**config.mk**
```make
export PLATFORM = sky130hd
export DESIGN_NAME = bblc_ctrl
export DESIGN_NICKNAME = d
export VERILOG_FILES = /design/src/design/bblc_pkg.sv /design/src/design/bblc_ctrl.sv
export SDC_FILE = /design/constraint.sdc
export NUM_CORES = 1
export LEC_CHECK = 0
export ABC_CLOCK_PERIOD_IN_PS = 1700
export BUFFER_PORTS_ARGS = -buffer_cell sky130_fd_sc_hd__clkbuf_2
export CAP_MARGIN = 20
export CELL_PAD_IN_SITES_DETAIL_PLACEMENT = 1
export CELL_PAD_IN_SITES_GLOBAL_PLACEMENT = 1
export CORE_AREA = 5 5 42 44
export DETAILED_ROUTE_END_ITERATION = 10
export DIE_AREA = 0 0 47 49
export GPL_ROUTABILITY_DRIVEN = 0
export GPL_TIMING_DRIVEN = 0
export PLACE_DENSITY = 0.79
export SYNTH_ARGS = -nofsm -noshare
export SYNTH_HDL_FRONTEND = slang
export SYNTH_SLANG_ARGS = --single-unit
```
**constraint.sdc**
```tcl
create_clock -name i_clk -period 1.7 [get_ports i_clk]
set_clock_uncertainty 0.1 [all_clocks]
set_input_delay 0 -clock i_clk [delete_from_list [all_inputs] [get_ports i_clk]]
set_output_delay 0 -clock i_clk [all_outputs]
set_load 0.01 [all_outputs]
```
**src/design/bblc_pkg.sv**
```systemverilog
// bblc_pkg: shared types and constants for the byte budget LRU cache.
// No dependencies.
package bblc_pkg;

    localparam int DEF_ENTRIES  = 64;
    localparam int DEF_KEY_BITS = 32;

    localparam logic [31:0] BUDGET_RESET = 32'd67108864;
    localparam logic [47:0] CLOCK_MAX    = 48'hFFFF_FFFF_FFFF;
    localparam logic [39:0] BYTES_MAX    = 40'hFF_FFFF_FFFF;
    localparam logic [31:0] COUNT_MAX    = 32'hFFFF_FFFF;

    typedef enum logic [1:0] {
        K_LOOKUP   = 2'd0,
        K_REQUEST  = 2'd1,
        K_COMPLETE = 2'd2,
        K_PLAY     = 2'd3
    } t_kind;

    typedef enum logic [1:0] {
        ST_EMPTY       = 2'd0,
        ST_PENDING     = 2'd1,
        ST_DECODED     = 2'd2,
        ST_UNDECODABLE = 2'd3
    } t_slot_st;

    typedef enum logic [2:0] {
        RS_DONE        = 3'd0,
        RS_MISS        = 3'd1,
        RS_KNOWN       = 3'd2,
        RS_FULL        = 3'd3,
        RS_NOT_PENDING = 3'd4
    } t_res_st;

    // controller -> datapath
    typedef struct packed {
        logic load;     // capture the incoming request
        logic clr_scan; // reset scan pointer and search results
        logic scan;     // examine one slot
        logic apply;    // commit the found slot / counters
        logic evict;    // evict the oldest found by the last scan
        logic init;     // reset-time clear pass step
    } t_cmd;

    // datapath -> controller
    typedef struct packed {
        logic scan_last;
        logic over_budget;
        logic oldest_found;
        logic init_last;
    } t_sts;

endpackage

```
**src/design/bblc_ctrl.sv**
```systemverilog
// bblc_ctrl: sequencer for clear pass, key scan, commit and eviction scans.
// Depends on bblc_pkg.
module bblc_ctrl
    import bblc_pkg::*;
(
    input  logic i_clk,
    input  logic i_rst_n,
    input  logic i_in_valid,
    output logic o_in_ready,
    output logic o_out_valid,
    input  logic i_out_ready,
    input  logic i_kind_complete,
    input  logic i_kind_play,
    input  t_sts i_sts,
    output t_cmd o_cmd
);
    typedef enum logic [2:0] {
        S_INIT, S_IDLE, S_SCAN, S_APPLY, S_CHECK, S_ESCAN, S_EVICT, S_OUT
    } t_state;

    t_state r_state;
    logic   r_cplx;

    always_comb begin
        o_cmd          = '0;
        o_cmd.init     = (r_state == S_INIT);
        o_cmd.load     = (r_state == S_IDLE) && i_in_valid;
        o_cmd.clr_scan = ((r_state == S_IDLE) && i_in_valid)
                         || ((r_state == S_CHECK) && r_cplx && i_sts.over_budget);
        o_cmd.scan     = (r_state == S_SCAN) || (r_state == S_ESCAN);
        o_cmd.apply    = (r_state == S_APPLY);
        o_cmd.evict    = (r_state == S_EVICT);
    end

    assign o_in_ready  = (r_state == S_IDLE);
    assign o_out_valid = (r_state == S_OUT);

    always_ff @(posedge i_clk) begin
        if (!i_rst_n) begin
            r_state <= S_INIT;
            r_cplx  <= 1'b0;
        end else begin
            case (r_state)
                S_INIT:  if (i_sts.init_last) r_state <= S_IDLE;
                S_IDLE: begin
                    if (i_in_valid) begin
                        r_cplx  <= i_kind_complete;
                        r_state <= i_kind_play ? S_APPLY : S_SCAN;
                    end
                end
                S_SCAN:  if (i_sts.scan_last) r_state <= S_APPLY;
                S_APPLY: r_state <= S_CHECK;
                S_CHECK: begin
                    if (r_cplx && i_sts.over_budget) r_state <= S_ESCAN;
                    else                             r_state <= S_OUT;
                end
                S_ESCAN: begin
                    if (i_sts.scan_last)
                        r_state <= i_sts.oldest_found ? S_EVICT : S_OUT;
                end
                S_EVICT: r_state <= S_CHECK;
                S_OUT:   if (i_out_ready) r_state <= S_IDLE;
                default: r_state <= S_INIT;
            endcase
        end
    end
endmodule

```
==> flow_metrics.py, run 1 <==
metrics = {
    "worst_setup_path": {
        "crit_arrival_ns": 1.53,
        "cp-start-kind": "flip-flop",
        "crit_fanout": 10,
        "worstRegToRegCells": 4,
        "critical_path_class": "flip-flop to flip-flop",
        "critical_path_required_ns": 1.71,
        "critical_path.endpoint_type": "flip-flop",
    },
    "drt": {
        "drt_iter0_drc": 2,
        "dr.pass1.iters": 2,
        "avgViaCountPerCell": 4.69,
        "vias": 399,
        "drc": 0,
        "wire_per_inst_um": 11.5,
        "drtAntennaViolNets": 0,
        "wl_um": 977,
    },
    "final_layout": {
        "final_common_cell": "clkbuf_2",
        "drive_above_1_share_pct": 30.4,
        "fin_cells": 85,
        "diodes": 0,
        "nets": 81,
        "fillers": 190,
        "final_cell_mix": "17 x clkbuf_2, 6 x nand2_1, 6 x nor2_1",
        "syn_to_final_growth_pct": 44.0,
    },
    "floorplan": {
        "die_w_um": 47,
        "dieHeight_um": 49,
        "die_area_sq_um": 2300,
        "start_util_pct": 23.9,
        "rows": 14,
        "pin_count": 18,
        "design.core.area_sq_um": 1400,
    },
    "global_routing": {
        "grt_max_degree": 11,
        "grt_pass1_vias": 392,
        "antenna_found_initial": 0,
        "overflow": 0,
        "grt_use_total_pct": 9.42,
        "grt_pass1_wl_um": 1570,
    },
    "clocking": {
        "clkLatencyLatePin_ns": 0.23,
        "clkSinkCount": 4,
        "cts_inserted_buffers": 3,
        "cts_tree": "done",
        "clockBufferDepth": 2,
        "clock_tree.htree_level_count": 1,
        "clk_pin_slew_worst_paths_ns": 0.04,
        "clockRootBuffer": "clkbuf_4",
        "postCtsSetupBuffers": 0,
    },
    "sta": {
        "slew_violations": 0,
        "hold_slack_ns": 0.0410,
        "final.period_utilization_pct": 89.4,
        "setup_slack_ns": 0.181,
        "fmax_mhz": 658,
        "tightest_slew_ns": 0.362,
        "tns_ns": 0,
        "rsz0062_at_grt": "false",
        "relSlewSlack_pct": 75.9,
        "finalSetupViolations": 0,
        "fin_crit_ns": 1.52,
        "final-hold-violation-count": 0,
    },
    "power": {
        "total_power_w": 0.000713,
        "ir_worst_vdd_mv": 0.395,
        "leakage_nw": 0.254,
        "powerDensity_nw_per_um2": 1480,
    },
    "worst_hold_path": {
        "hold_class": "input pin to flip-flop",
        "min_path_cells": 3,
    },
    "place": {
        "dp_cells": 80,
        "port-buffer-count": 17,
        "place_ws_ns": 0.190,
        "dp_hpwl_um": 781,
    },
    "synth": {
        "ys_seq_area_share_pct": 23.9,
        "yosysWarnings": 0,
        "synth_nets": 57,
        "netlist_area_sq_um": 335,
        "postSynthAreaPerCell_sq_um": 7.13,
        "netlist_instances": 47,
        "synth.distinct_cells": 20,
        "ys_ff_latch": 4,
    },
    "outcome": {
        "status": "finished clean",
    },
    "flow_run": {
        "cap_viol_max_count": 0,
    },
}
==> worst max-delay path: stages, from the launching register on <==
cell      delay [ns]
dfxtp_1         0.43
clkbuf_1        0.33
and3b_1         0.22
o31ai_1         0.22
mux2i_1         0.10
==> synthesized netlist by cell type <==
| cell type | n | area [sq um] |
|---|---|---|
| o21ai_0 | 2 | 10.0 |
| and3_1 | 1 | 6.26 |
| nor2b_1 | 4 | 25.0 |
| nand4_1 | 1 | 6.26 |
| nand2_1 | 6 | 22.5 |
| a21oi_1 | 2 | 10.0 |
| dfxtp_1 | 4 | 80.1 |
| and3b_1 | 3 | 26.3 |
| inv_1 | 2 | 7.51 |
| clkbuf_1 | 3 | 11.3 |
| o211ai_1 | 1 | 7.51 |
| and2_1 | 1 | 6.26 |
| nor2_1 | 6 | 22.5 |
| a221o_1 | 1 | 10.0 |
| o31ai_1 | 1 | 7.51 |
| a21o_1 | 1 | 7.51 |
| nor3_1 | 2 | 10.0 |
| buf_6 | 1 | 11.3 |
| nor3b_1 | 1 | 7.51 |
| mux2i_1 | 4 | 40.0 |
==> final cells by class <==
| class | instances | area [sq um] | area share (%) |
|---|---|---|---|
| Multi-Input combinational cell | 37 | 225 | 46.6 |
| Timing Repair Buffer | 19 | 105 | 21.8 |
| Sequential cell | 4 | 80.1 | 16.6 |
| Clock buffer | 3 | 22.5 | 4.66 |
| Buffer | 4 | 22.5 | 4.66 |
| Tap cell | 16 | 20.0 | 4.15 |
| Inverter | 2 | 7.51 | 1.55 |
==> worst paths after layout <==
kind | start | endpoint | slack [ns]
min reg2reg | r_cplx | r_cplx | 0.43
max reg2reg | r_state[1] | r_state[1] | 0.18
min | i_out_ready | r_state[2] | 0.04
max | r_state[1] | r_state[1] | 0.18
==> flip-flops by register name, indices dropped and copies added, names as in the netlist <==
register,count
r_state,3
r_cplx,1
==> power by group <==
part	switching, W	internal (W)	total (W)	leakage, nW
registers	0.0000355	0.000126	0.000162	0.0328
logic	0.000235	0.000198	0.000434	0.208
clock network	0.0000380	0.0000789	0.000117	0.0138
total	0.000309	0.000404	0.000713	0.254
==> metal layers <==
layer,vias up,share of wire (%),track usage [%]
li1,207,-,-
met1,183,43,10.5
met2,9,53,15.2
met3,0,3.8,0.369
met4,0,0,8.29
met5,-,0,0
==> per-stage QoR <==
stage / instance area, sq um / utilization, %
after floorplan: 335 / -
after global placement: 440 / 31.4
after detailed placement: 440 / 31.4
after CTS: 483 / 34.5
after global routing: 483 / 34.5
final: 483 / 34.5
==> timing repair <==
item,CTS,global route
gates resized for setup,0,0
hold endpoints to repair,3,0
hold buffers,2,0
==> cell families (layout without fill, tap and decap cells) <==
group                  count (synthesis)  count (layout)  synth area share [%]
AOI/OAI and AO/OA                      8               8                  15.7
buffers and inverters                  6              28                  8.96
DFF                                    4               4                  23.9
muxes                                  4               4                  11.9
and+or+nand+nor                       25              25                  39.6
(Power assumes the default switching activity.)
==> run 2: changes to the inputs <==
--- a/config.mk
+++ b/config.mk
@@ -10,9 +10,9 @@
 export CAP_MARGIN = 20
 export CELL_PAD_IN_SITES_DETAIL_PLACEMENT = 1
 export CELL_PAD_IN_SITES_GLOBAL_PLACEMENT = 1
-export CORE_AREA = 5 5 42 44
+export CORE_AREA = 10 10 47 49
 export DETAILED_ROUTE_END_ITERATION = 10
-export DIE_AREA = 0 0 47 49
+export DIE_AREA = 0 0 57 59
 export GPL_ROUTABILITY_DRIVEN = 0
 export GPL_TIMING_DRIVEN = 0
 export PLACE_DENSITY = 0.79
==> run 2 against run 1 <==
Net effect: sequential power about the same; clock-buffer cell count unchanged; clock power about the same; critical path depth up 1; register-to-register slack better by 0.02 ns; die area up 46%; core utilization unchanged; via count up 1.8%; cell area unchanged.
==> flow_metrics.py, run 2 (synthesis results as in run 1) <==
metrics = {
    "power": {
        "powerDensity_nw_per_um2": 1470,
        "ir_worst_vdd_mv": 0.541,
        "leakage_nw": 0.254,
        "switchingPower_w": 0.000307,
        "seq_power_share_pct": 22.6,
        "switching_share_pct": 43.2,
        "clockPowerShare_pct": 16.3,
        "p_int_w": 0.000404,
        "pwr-share-comb_pct": 61.1,
    },
    "sta": {
        "rsz0062_at_grt": "false",
        "setup_slack_ns": 0.200,
        "fmax_mhz": 667,
        "tightest_slew_ns": 0.364,
        "slew_violations": 0,
        "fin_crit_ns": 1.50,
        "hold_slack_ns": 0.0172,
        "tns_ns": 0,
        "final.period_utilization_pct": 88.2,
        "finalSetupViolations": 0,
        "final-hold-violation-count": 0,
        "relSlewSlack_pct": 75.7,
    },
    "final_layout": {
        "largest_register": "r_state",
        "nets": 81,
        "final_common_cell": "clkbuf_2",
        "top_regs": "r_state x3, r_cplx x1",
        "syn_to_final_growth_pct": 44.0,
        "drive_above_1_share_pct": 30.4,
        "largest_register_ff_count": 3,
        "diodes": 0,
        "final_cell_mix": "17 x clkbuf_2, 6 x nand2_1, 6 x nor2_1",
    },
    "worst_setup_path": {
        "crit_family": "compound AO/OA/AOI/OAI gates",
        "crit_chain": "buf_6, nor2b_1, a21o_1, a221o_1, mux2i_1",
        "slowest_delay_ns": 0.39,
        "critical_path_class": "flip-flop to flip-flop",
        "cp-start-kind": "flip-flop",
        "critical_path_required_ns": 1.71,
        "critPathSlowestCell": "a221o_1",
        "critical_path.endpoint_type": "flip-flop",
        "critPathBufInv": 1,
        "crit_fanout": 7,
        "crit_arrival_ns": 1.51,
    },
    "floorplan": {
        "die_w_um": 57,
        "die_area_sq_um": 3360,
        "start_util_pct": 23.9,
        "rows": 14,
        "dieHeight_um": 59,
        "pin_count": 18,
        "design.core.area_sq_um": 1400,
    },
    "drt": {
        "avgViaCountPerCell": 4.78,
        "vias": 406,
        "drtAntennaViolNets": 0,
        "wl_um": 993,
        "wire_per_inst_um": 11.7,
        "dr.pass1.iters": 1,
        "drc": 0,
        "drt_iter0_drc": 0,
    },
    "flow_run": {
        "cap_viol_max_count": 0,
    },
    "global_routing": {
        "antenna_found_initial": 0,
        "grt_max_degree": 11,
        "grt_use_total_pct": 6.52,
        "grt_pass1_wl_um": 1880,
        "overflow": 0,
        "grt_pass1_vias": 464,
    },
    "outcome": {
        "status": "finished clean",
    },
    "clocking": {
        "clkSinkCount": 4,
        "clk_pin_slew_worst_paths_ns": 0.04,
        "clock_tree.htree_level_count": 1,
        "clockBufferDepth": 2,
        "clockRootBuffer": "clkbuf_4",
        "cts_tree": "done",
        "clkLatencyLatePin_ns": 0.23,
        "cts_inserted_buffers": 3,
    },
    "worst_hold_path": {
        "hold_class": "input pin to flip-flop",
    },
    "place": {
        "port-buffer-count": 17,
        "place_ws_ns": 0.194,
        "dp_hpwl_um": 843,
    },
}
## run 2: cell counts in the layout (fill, tap and decap cells not counted)
Identical to the previous run, type by type.
## run 2: worst paths after layout
path	startpoint	endpoint	slack [ns]	cells past startpoint
worst max-delay path	r_state[0]	r_state[0]	0.20	5
worst min-delay path	i_out_ready	r_state[2]	0.02	3
worst max register to register	r_state[0]	r_state[0]	0.20	5
worst min register to register	r_cplx	r_cplx	0.42	2
## run 2: final cells by class
| cell class | instances | area [sq um] |
|---|---|---|
| buffer | 4 | 22.5 |
| clock buffer | 3 | 22.5 |
| fill | 195 | 918 |
| inverter | 2 | 7.51 |
| multi-input combinational | 37 | 225 |
| sequential | 4 | 80.1 |
| tap | 16 | 20.0 |
| timing repair buffer | 19 | 105 |
## run 2: metrics by stage
step           utilization (%)  total power (W)  area, sq um  cells
2_1_floorplan                -         0.000464          335     47
5_1_grt                   34.5         0.000783          483     85
6_report                  34.5         0.000711          483     85
4_1_cts                   34.5         0.000726          483     85
3_5_place_dp              31.4         0.000601          440     80
3_3_place_gp              31.4         0.000590          440     80
## run 2: layer usage
layer | vias to the layer above | GRT usage (%) | part of all wire [%]
met5 | - | 0 | 0
met4 | 0 | 4.03 | 1.7
met3 | 2 | 0.858 | 4.6
met2 | 10 | 11.5 | 52
met1 | 187 | 7.22 | 41
li1 | 207 | - | -
## run 2: timing repair
action	CTS	global route
hold buffers	2	0
endpoints found under the hold margin	4	0
gates resized for setup	0	0
setup buffers	0	0
## run 2: worst min-delay path, delay by kind of cell
family	cells	cell delay [ns]
buffers and inverters	1	0.09
AND/OR/NAND/NOR	2	0.22
## run 2: power groups by stage
stage	combinational, W	clock, W	sequential [W]
global placement	0.000428	0	0.000162
floorplan	0.000313	0	0.000151
detailed placement	0.000438	0	0.000163
finish	0.000435	0.000116	0.000160
global route	0.000487	0.000126	0.000170
CTS	0.000443	0.000121	0.000163
